$ cat config.mk
export PLATFORM = sky130hd
export DESIGN_NAME = midi_note_voice_allocator
export DESIGN_NICKNAME = d
export VERILOG_FILES = /design/src/mnva_pkg.sv /design/src/midi_note_voice_allocator.sv
export VERILOG_INCLUDE_DIRS = /design/src /design/src/src
export SDC_FILE = /design/constraint.sdc
export NUM_CORES = 1
export LEC_CHECK = 0
export BUFFER_PORTS_ARGS = -buffer_cell sky130_fd_sc_hd__buf_2
export CORE_ASPECT_RATIO = 0.6
export CORE_UTILIZATION = 45
export DETAILED_ROUTE_END_ITERATION = 7
export PLACE_DENSITY_LB_ADDON = 0.08
export SYNTH_ARGS = -nofsm -noshare
export SYNTH_HDL_FRONTEND = slang
export SYNTH_SLANG_ARGS = --single-unit
$ cat constraint.sdc
create_clock -name clk_i -period 10.1 [get_ports clk_i]
set_input_delay 1.01 -clock clk_i [delete_from_list [all_inputs] [get_ports clk_i]]
set_output_delay 1.01 -clock clk_i [all_outputs]
set_load 0.02 [all_outputs]
$ cat src/midi_note_voice_allocator_macros.svh
// Assertion macros for the MIDI note voice allocator.
// Used by midi_note_voice_allocator.sv; expects clk_i and rst_ni in scope.
`ifndef MIDI_NOTE_VOICE_ALLOCATOR_MACROS_SVH
`define MIDI_NOTE_VOICE_ALLOCATOR_MACROS_SVH

// Same-cycle implication, disabled during reset.
`define MNVA_ASSERT_NOW(lbl, ante, cons, msg) \
  lbl: assert property (@(posedge clk_i) disable iff (!rst_ni) (ante) |-> (cons)) \
    else $error(msg);

// Next-cycle implication, disabled during reset.
`define MNVA_ASSERT_NEXT(lbl, ante, cons, msg) \
  lbl: assert property (@(posedge clk_i) disable iff (!rst_ni) (ante) |=> (cons)) \
    else $error(msg);

`endif

$ cat src/mnva_pkg.sv
// Package for the MIDI note voice allocator: codes, widths and defaults.
// No dependencies; imported by midi_note_voice_allocator.
`timescale 1ns / 1ps

package mnva_pkg;

  // Default voice count
  localparam int VOICES_DEF = 8;

  // Stream word widths
  localparam int S_DATA_W = 40;  // data_byte[7:0], now_ms[39:8]
  localparam int M_DATA_W = 16;  // action[1:0], voice_index[4:2], note_number[11:5]

  // MIDI status nibbles
  localparam logic [7:0] STAT_MASK     = 8'hF0;
  localparam logic [7:0] STAT_NOTE_ON  = 8'h90;
  localparam logic [7:0] STAT_NOTE_OFF = 8'h80;

  // Parser phases
  localparam logic [1:0] PH_IDLE = 2'd0;
  localparam logic [1:0] PH_NOTE = 2'd1;
  localparam logic [1:0] PH_VEL  = 2'd2;

  // Result actions
  localparam logic [1:0] ACT_ASSIGN  = 2'd0;
  localparam logic [1:0] ACT_STEAL   = 2'd1;
  localparam logic [1:0] ACT_RELEASE = 2'd2;
  localparam logic [1:0] ACT_NOMATCH = 2'd3;

  // Sequencer states
  localparam logic [1:0] ST_IDLE = 2'd0;
  localparam logic [1:0] ST_WALK = 2'd1;
  localparam logic [1:0] ST_EMIT = 2'd2;

endpackage

$ cat src/midi_note_voice_allocator.sv
// MIDI note voice allocator: byte parser, voice table and walk sequencer.
// Depends on mnva_pkg and midi_note_voice_allocator_macros.svh.
`timescale 1ns / 1ps
`include "midi_note_voice_allocator_macros.svh"

// Usage
//   Slave stream takes one raw MIDI byte per word with the current ms tick.
//   Master stream gives one word per completed Note On or Note Off:
//   the action, the voice index (low 3 bits) and the note number.
//   Bytes that finish no event give no word and leave the parser ready.
// Sequencing
//   A Note On with a free voice: the voice is written on accept, then the emit
//   state loads the output register. A Note Off, or a Note On with all voices
//   busy, first walks the voice table, one voice per cycle through a single
//   32-bit timestamp comparator. No new byte is taken during the walk.
// Reset
//   Parser returns to idle and all voices are free; no clearing pass.
// Stall
//   A finished word waits in the output register while tready is low; the
//   block keeps taking bytes until a second result is ready, then holds in
//   the emit state until the output register frees up.
module midi_note_voice_allocator #(
  parameter int VOICES = mnva_pkg::VOICES_DEF
) (
  input  logic                          clk_i,
  input  logic                          rst_ni,
  // tdata: data_byte[7:0], now_ms[39:8]
  input  logic [mnva_pkg::S_DATA_W-1:0] s_axis_tdata,
  input  logic                          s_axis_tvalid,
  output logic                          s_axis_tready,
  // tdata: action[1:0], voice_index[4:2], note_number[11:5], zero[15:12]
  output logic [mnva_pkg::M_DATA_W-1:0] m_axis_tdata,
  output logic                          m_axis_tvalid,
  input  logic                          m_axis_tready
);
  import mnva_pkg::*;

  localparam int IW = $clog2(VOICES);

  // Input word fields
  logic [7:0]  in_byte;
  logic [31:0] in_now;
  logic        s_acc;
  assign in_byte = s_axis_tdata[7:0];
  assign in_now  = s_axis_tdata[39:8];

  // Control and payload registers
  logic [1:0]    state_q, state_d;
  logic [1:0]    phase_q, phase_d;
  logic          pend_on_q, pend_on_d;
  logic [6:0]    pend_note_q, pend_note_d;
  logic [31:0]   now_q, now_d;
  logic          walk_on_q, walk_on_d;
  logic [IW-1:0] walk_idx_q, walk_idx_d;
  logic [IW-1:0] pick_q, pick_d;
  logic          found_q, found_d;
  logic [31:0]   best_q, best_d;
  logic [1:0]    res_act_q, res_act_d;
  logic [IW-1:0] res_idx_q, res_idx_d;
  logic          m_valid_q, m_valid_d;
  logic [M_DATA_W-1:0] m_data_q, m_data_d;

  // Voice table: busy bits reset, note and stamp only read when busy
  logic [VOICES-1:0] busy_q, busy_d;
  logic [6:0]        vnote_q  [VOICES];
  logic [31:0]       vstamp_q [VOICES];

  // Voice table write port
  logic          vwr_en;
  logic [IW-1:0] vwr_idx;
  logic          vwr_busy;
  logic [6:0]    vwr_note;
  logic [31:0]   vwr_stamp;

  // Lowest free voice
  logic          any_free;
  logic [IW-1:0] free_idx;
  always_comb begin
    free_idx = '0;
    for (int i = VOICES - 1; i >= 0; i--) begin
      if (!busy_q[i]) begin
        free_idx = IW'(i);
      end
    end
    any_free = ~&busy_q;
  end

  // Shared compare unit on the voice under the walk index
  logic        cur_busy;
  logic [6:0]  cur_note;
  logic [31:0] cur_stamp;
  logic        cand, better, walk_last;
  assign cur_busy  = busy_q[walk_idx_q];
  assign cur_note  = vnote_q[walk_idx_q];
  assign cur_stamp = vstamp_q[walk_idx_q];
  assign cand      = walk_on_q || (cur_busy && (cur_note == pend_note_q));
  assign better    = cand && (!found_q || (cur_stamp < best_q));
  assign walk_last = (walk_idx_q == IW'(VOICES - 1));

  // Output word packing
  logic [IW+2:0] res_idx_ext;
  assign res_idx_ext = (IW + 3)'(res_idx_q);

  assign s_axis_tready = (state_q == ST_IDLE);
  assign s_acc         = s_axis_tvalid && s_axis_tready;
  assign m_axis_tvalid = m_valid_q;
  assign m_axis_tdata  = m_data_q;

  // Parser and sequencer
  always_comb begin
    state_d     = state_q;
    phase_d     = phase_q;
    pend_on_d   = pend_on_q;
    pend_note_d = pend_note_q;
    now_d       = now_q;
    walk_on_d   = walk_on_q;
    walk_idx_d  = walk_idx_q;
    pick_d      = pick_q;
    found_d     = found_q;
    best_d      = best_q;
    res_act_d   = res_act_q;
    res_idx_d   = res_idx_q;
    m_valid_d   = m_valid_q;
    m_data_d    = m_data_q;
    vwr_en      = 1'b0;
    vwr_idx     = pick_q;
    vwr_busy    = 1'b0;
    vwr_note    = '0;
    vwr_stamp   = '0;

    if (m_valid_q && m_axis_tready) begin
      m_valid_d = 1'b0;
    end

    case (state_q)
      ST_IDLE: begin
        if (s_acc) begin
          case (phase_q)
            PH_IDLE: begin
              if ((in_byte & STAT_MASK) == STAT_NOTE_ON) begin
                pend_on_d = 1'b1;
                phase_d   = PH_NOTE;
              end else if ((in_byte & STAT_MASK) == STAT_NOTE_OFF) begin
                pend_on_d = 1'b0;
                phase_d   = PH_NOTE;
              end
            end
            PH_NOTE: begin
              pend_note_d = in_byte[6:0];
              if (pend_on_q) begin
                phase_d = PH_VEL;
              end else begin
                // Note Off: walk for the oldest matching voice
                phase_d    = PH_IDLE;
                walk_on_d  = 1'b0;
                walk_idx_d = '0;
                found_d    = 1'b0;
                state_d    = ST_WALK;
              end
            end
            PH_VEL: begin
              phase_d = PH_IDLE;
              now_d   = in_now;
              if (any_free) begin
                vwr_en    = 1'b1;
                vwr_idx   = free_idx;
                vwr_busy  = 1'b1;
                vwr_note  = pend_note_q;
                vwr_stamp = in_now;
                res_act_d = ACT_ASSIGN;
                res_idx_d = free_idx;
                state_d   = ST_EMIT;
              end else begin
                // All busy: walk for the smallest stamp
                walk_on_d  = 1'b1;
                walk_idx_d = '0;
                found_d    = 1'b0;
                state_d    = ST_WALK;
              end
            end
            default: begin
              phase_d = PH_IDLE;
            end
          endcase
        end
      end
      ST_WALK: begin
        if (better) begin
          pick_d  = walk_idx_q;
          best_d  = cur_stamp;
          found_d = 1'b1;
        end
        walk_idx_d = walk_idx_q + 1'b1;
        if (walk_last) begin
          state_d = ST_EMIT;
          vwr_idx = pick_d;
          if (walk_on_q) begin
            vwr_en    = 1'b1;
            vwr_busy  = 1'b1;
            vwr_note  = pend_note_q;
            vwr_stamp = now_q;
            res_act_d = ACT_STEAL;
            res_idx_d = pick_d;
          end else if (found_d) begin
            vwr_en    = 1'b1;
            res_act_d = ACT_RELEASE;
            res_idx_d = pick_d;
          end else begin
            res_act_d = ACT_NOMATCH;
            res_idx_d = '0;
          end
        end
      end
      ST_EMIT: begin
        if (!m_valid_q || m_axis_tready) begin
          m_valid_d = 1'b1;
          m_data_d  = {4'b0, pend_note_q, res_idx_ext[2:0], res_act_q};
          state_d   = ST_IDLE;
        end
      end
      default: begin
        state_d = ST_IDLE;
      end
    endcase
  end

  // Busy bits
  always_comb begin
    busy_d = busy_q;
    if (vwr_en) begin
      busy_d[vwr_idx] = vwr_busy;
    end
  end

  // Control registers
  always_ff @(posedge clk_i or negedge rst_ni) begin
    if (!rst_ni) begin
      state_q     <= ST_IDLE;
      phase_q     <= PH_IDLE;
      pend_on_q   <= 1'b0;
      pend_note_q <= '0;
      walk_on_q   <= 1'b0;
      walk_idx_q  <= '0;
      found_q     <= 1'b0;
      m_valid_q   <= 1'b0;
      busy_q      <= '0;
    end else begin
      state_q     <= state_d;
      phase_q     <= phase_d;
      pend_on_q   <= pend_on_d;
      pend_note_q <= pend_note_d;
      walk_on_q   <= walk_on_d;
      walk_idx_q  <= walk_idx_d;
      found_q     <= found_d;
      m_valid_q   <= m_valid_d;
      busy_q      <= busy_d;
    end
  end

  // Payload registers
  always_ff @(posedge clk_i) begin
    now_q     <= now_d;
    pick_q    <= pick_d;
    best_q    <= best_d;
    res_act_q <= res_act_d;
    res_idx_q <= res_idx_d;
    m_data_q  <= m_data_d;
  end

  // Voice note and stamp table
  always_ff @(posedge clk_i) begin
    if (vwr_en) begin
      vnote_q[vwr_idx]  <= vwr_note;
      vstamp_q[vwr_idx] <= vwr_stamp;
    end
  end

  // Checks
  logic walk_end, emit_go;
  assign walk_end = (state_q == ST_WALK) && walk_last;
  assign emit_go  = (state_q == ST_EMIT) && (!m_valid_q || m_axis_tready);

  `MNVA_ASSERT_NOW(a_acc_idle, s_acc, state_q == ST_IDLE, "byte taken outside idle")
  `MNVA_ASSERT_NEXT(a_on_walk_steals, walk_end && walk_on_q, res_act_q == ACT_STEAL, "no steal")
  `MNVA_ASSERT_NEXT(a_emit_loads, emit_go, m_axis_tvalid && state_q == ST_IDLE, "not loaded")
  `MNVA_ASSERT_NEXT(a_walk_done, walk_end, state_q == ST_EMIT, "walk did not end in emit")

endmodule
==> impl_metrics.env <==
export IMPL_place_hpwl_microns=20100
export IMPL_yosys_area_top_type="edfxtp_1"
export IMPL_num_io_pins=62
export IMPL_finalHoldViolations=0
export IMPL_critical_path_arrival_ns=7.27
export IMPL_hold_path_startpoint="res_act_q[1]"
export IMPL_final_util_pct=52.1
export IMPL_die_width_microns=254
export IMPL_initial_drc_count=681
export IMPL_finish_cell_count_without_fillers=1502
export IMPL_final_setup_skew_ns=0.0220
export IMPL_use_met3_pct=3.35
export IMPL_clk_insertion_delay_late_ns=0.53
export IMPL_syn_std_cell_area_sq_um=17100
export IMPL_outcome="completed"
export IMPL_overflow=0
export IMPL_netlist_top_cells_count="edfxtp_1 (396), mux4_2 (72), mux2_2 (57)"
export IMPL_post_route_cells_drive_above_1_share_pct=27.5
export IMPL_setup_crit_start="walk_idx_q[0]"
export IMPL_synthCells=892
export IMPL_first_global_vias=8259
export IMPL_htree_levels=2
export IMPL_ys_flop_type="edfxtp_1"
export IMPL_cts_buffer_depth=3
export IMPL_drt_drc_violations_left=0
export IMPL_initial_utilization_pct=46.4
export IMPL_worst_slew_pin_slew_ns=1.21
export IMPL_ys_ff_latch=422
export IMPL_dominant_cell_type_by_count_on_the_critical_path="mux2_2"
export IMPL_use_met1_pct=31.3
export IMPL_min_delay_path_depth=0
export IMPL_clock_buffers_created_by_tritoncts=39
export IMPL_fp_dieArea_sq_um=38800
export IMPL_r2r_start="walk_idx_q[0]"
export IMPL_slew_violations=0
export IMPL_antenna_found_initial=0
export IMPL_globalRoute_busiestLayer="met1"
export IMPL_grt_pass1_wl_microns=54100
export IMPL_cp_class="reg -> reg"
export IMPL_timing_reg2reg_setup_slack_ns=3.23
export IMPL_path_cells="buf_12, mux4_2, mux2_2, ha_1, nand4_1, nor4_1, o2111a_1, o31a_1, o31ai_4, and4_1, nor3_4, nor3b_4, buf_4, mux2_2"
export IMPL_antenna_cells_inserted=0
export IMPL_power_static_leakage_nw=5.75
export IMPL_maxSlewHeadroom_pct=18.9
export IMPL_gp_congestion=0.734
export IMPL_finalWorstPathRequiredPeriod_ns=6.87
export IMPL_route_detailed_vias_per_inst=5.52
export IMPL_crit_slowest_cell="nor3b_4"
export IMPL_synth_yosys_warnings=0
export IMPL_wl_per_instance_microns=23.6
export IMPL_seq_area_frac_synth_pct=73.3
export IMPL_family_with_the_most_delay_on_the_worst_path="simple AND/OR/NAND/NOR gates"
export IMPL_finalWirelength_microns=35500
export IMPL_post_cts_resize_count=0
export IMPL_synth_top_area_share_pct=69.5
export IMPL_crit_path_start_kind="flop"
export IMPL_cp_buffers_inverters=2
export IMPL_vdd_drop_max_uv=104
export IMPL_max_freq_mhz=146
export IMPL_async_flop_share_pct=6.16
export IMPL_port_buffers=57
export IMPL_critical_path_max_stage_delay_ns=1.01
export IMPL_hold_path_end="m_axis_tdata[1]"
export IMPL_worst_hold_path_type="reg -> reg"
export IMPL_num_vias=8285
export IMPL_dr_pass1_iters=5
export IMPL_ys_types=58
export IMPL_dp_cells=1433
export IMPL_cts_root_buffer_cell="clkbuf_16"
export IMPL_max_cap_violations=0
export IMPL_syn_mean_instance_area_sq_um=19.2
export IMPL_cts_reportedPaths_clkPinSlew_ns=0.06
export IMPL_syn2layout_area_growth_pct=12.3
export IMPL_worst_endpoint_required_ns=10.50
export IMPL_chipHeight_microns=153
export IMPL_globalRouteTotalUtil_pct=18.9
export IMPL_setup_viol_count_final=0
export IMPL_finalCritPeriodShare_pct=68.0
export IMPL_cts_sinks=422
export IMPL_core_area_sq_um=36900
export IMPL_tritoncts_clock_tree="built"
export IMPL_rsz0062_at_grt="no"
export IMPL_netlist_top_cells_area="edfxtp_1 (69%), mux4_2 (9.5%), dfrtp_1 (3.8%), mux2_2 (3.8%), ha_1 (2.4%)"
export IMPL_pin_count_of_the_biggest_net_entering_global_routing=53
export IMPL_accumulated_negative_setup_slack_ns=0
export IMPL_drt_antenna_violating_nets=0
export IMPL_final_nets=1047
export IMPL_post_cts_hold_buffer_count=0
export IMPL_crit_reg2reg_capture="busy_q[3]"
export IMPL_dpl_worst_slack_ns=3.09
export IMPL_cp_end_kind="flop"
export IMPL_reg2reg_depth=14
export IMPL_synth_edff_count=396
export IMPL_m2_gr_usage_pct=26.0
export IMPL_final_critical_path_setup_slack_ns=3.23
export IMPL_count_leader_synth="edfxtp_1"
export IMPL_core_rowCount=54
export IMPL_cts_post_setup_buffers_inserted=0
export IMPL_cp_max_fo=52
export IMPL_pwr_density_cell_nw_per_um2=217
[cells in the final DEF, fill, tap and decap left out, drive strengths merged, types with 2 or more instances in the layout]
| cell type | instances |
|---|---|
| mux4 | 72 |
| o221ai | 2 |
| o22ai | 5 |
| xnor2 | 6 |
| nor4 | 2 |
| nor2b | 6 |
| or2 | 2 |
| a31oi | 2 |
| mux2 | 59 |
| a21o | 4 |
| clkinv | 15 |
| a21oi | 14 |
| o21ai | 17 |
| o2111ai | 2 |
| nand4 | 7 |
| edfxtp | 396 |
| nand2b | 5 |
| o21a | 2 |
| nand2 | 21 |
| mux2i | 12 |
| nor3b | 6 |
| conb | 4 |
| a221oi | 2 |
| a211o | 2 |
| ha | 33 |
| nor3 | 7 |
| nand3 | 10 |
| inv | 44 |
| a22o | 36 |
| nor2 | 20 |
| and4 | 3 |
| and3 | 2 |
| buf | 74 |
| clkbuf | 50 |
| bufinv | 2 |
| dfrtp | 26 |
| and2 | 9 |
[state kept, by name (all words and copies together), names as in the netlist]
signal         flops
vstamp_q         256
vnote_q           56
best_q            32
now_q             32
m_axis_tdata      12
busy_q             8
pend_note_q        7
pick_q             3
res_idx_q          3
walk_idx_q         3
phase_q            2
res_act_q          2
state_q            2
found_q            1
m_axis_tvalid      1
pend_on_q          1
walk_on_q          1
[power breakdown]
part	switching (mW)	internal [mW]	leakage [nW]
registers	0.101	1.98	3.32
clock network	0.624	0.766	0.569
logic	0.374	0.317	1.87
[worst max-delay path by stage]
stage	slack, ns	endpoint	depth (start not counted)
2_1_floorplan	2.29	busy_q[7]	16
3_3_place_gp	3.23	busy_q[3]	14
3_5_place_dp	3.09	busy_q[3]	14
4_1_cts	3.05	busy_q[3]	14
5_1_grt	2.70	busy_q[3]	14
6_report	3.23	busy_q[3]	14
[area by class of cell]
class                   instances  area (sq um)
well taps                     504           631
repair buffers                 74           425
flip-flops and latches        422         12600
fillers                      2976         17700
multi-input cells             390          4290
inverters                      43           161
clock inverters                19           146
clock buffers                  50          1020
[worst register-to-register path, cell delays in order, from the launching register on]
cell and delay, ns:
dfrtp_4 0.82, buf_12 0.44, mux4_2 0.60, mux2_2 0.29, ha_1 0.30, nand4_1 0.17
nor4_1 0.81, o2111a_1 0.30, o31a_1 0.17, o31ai_4 0.13, and4_1 0.28, nor3_4 0.49
nor3b_4 1.02, buf_4 0.56, mux2_2 0.39
[per-stage QoR]
step | hold WS, ns | total power, mW | cell area (sq um)
2_1_floorplan | 0.400 | 2.62 | 17100
3_3_place_gp | 0.414 | 2.81 | 18100
3_5_place_dp | 0.408 | 2.82 | 18100
4_1_cts | 0.424 | 4.21 | 19200
5_1_grt | 0.430 | 4.34 | 19200
6_report | 0.421 | 4.16 | 19200
[metal layers]
layer / vias up / part of all wire (%)
met5: - / 0
met4: 0 / 1.2
met3: 40 / 4.7
met2: 189 / 42
met1: 4300 / 52
li1: 3756 / -
[cells by family (layout without fill, tap and decap cells)]
kind of cell             after synthesis  count (layout)  synth area share, %
other                                  1               4               0.0219
adder cells (fa/ha/maj)               33              33                 2.41
flip-flops                           422             422                 73.3
XOR/XNOR                               6               6                0.307
AO/OA/AOI/OAI                        101             101                 4.54
buffers and inverters                 83             186                 1.99
multiplexers                         143             143                 14.1
AND/OR/NAND/NOR                      103             103                 3.38
Power figures use the tool's default switching activity.
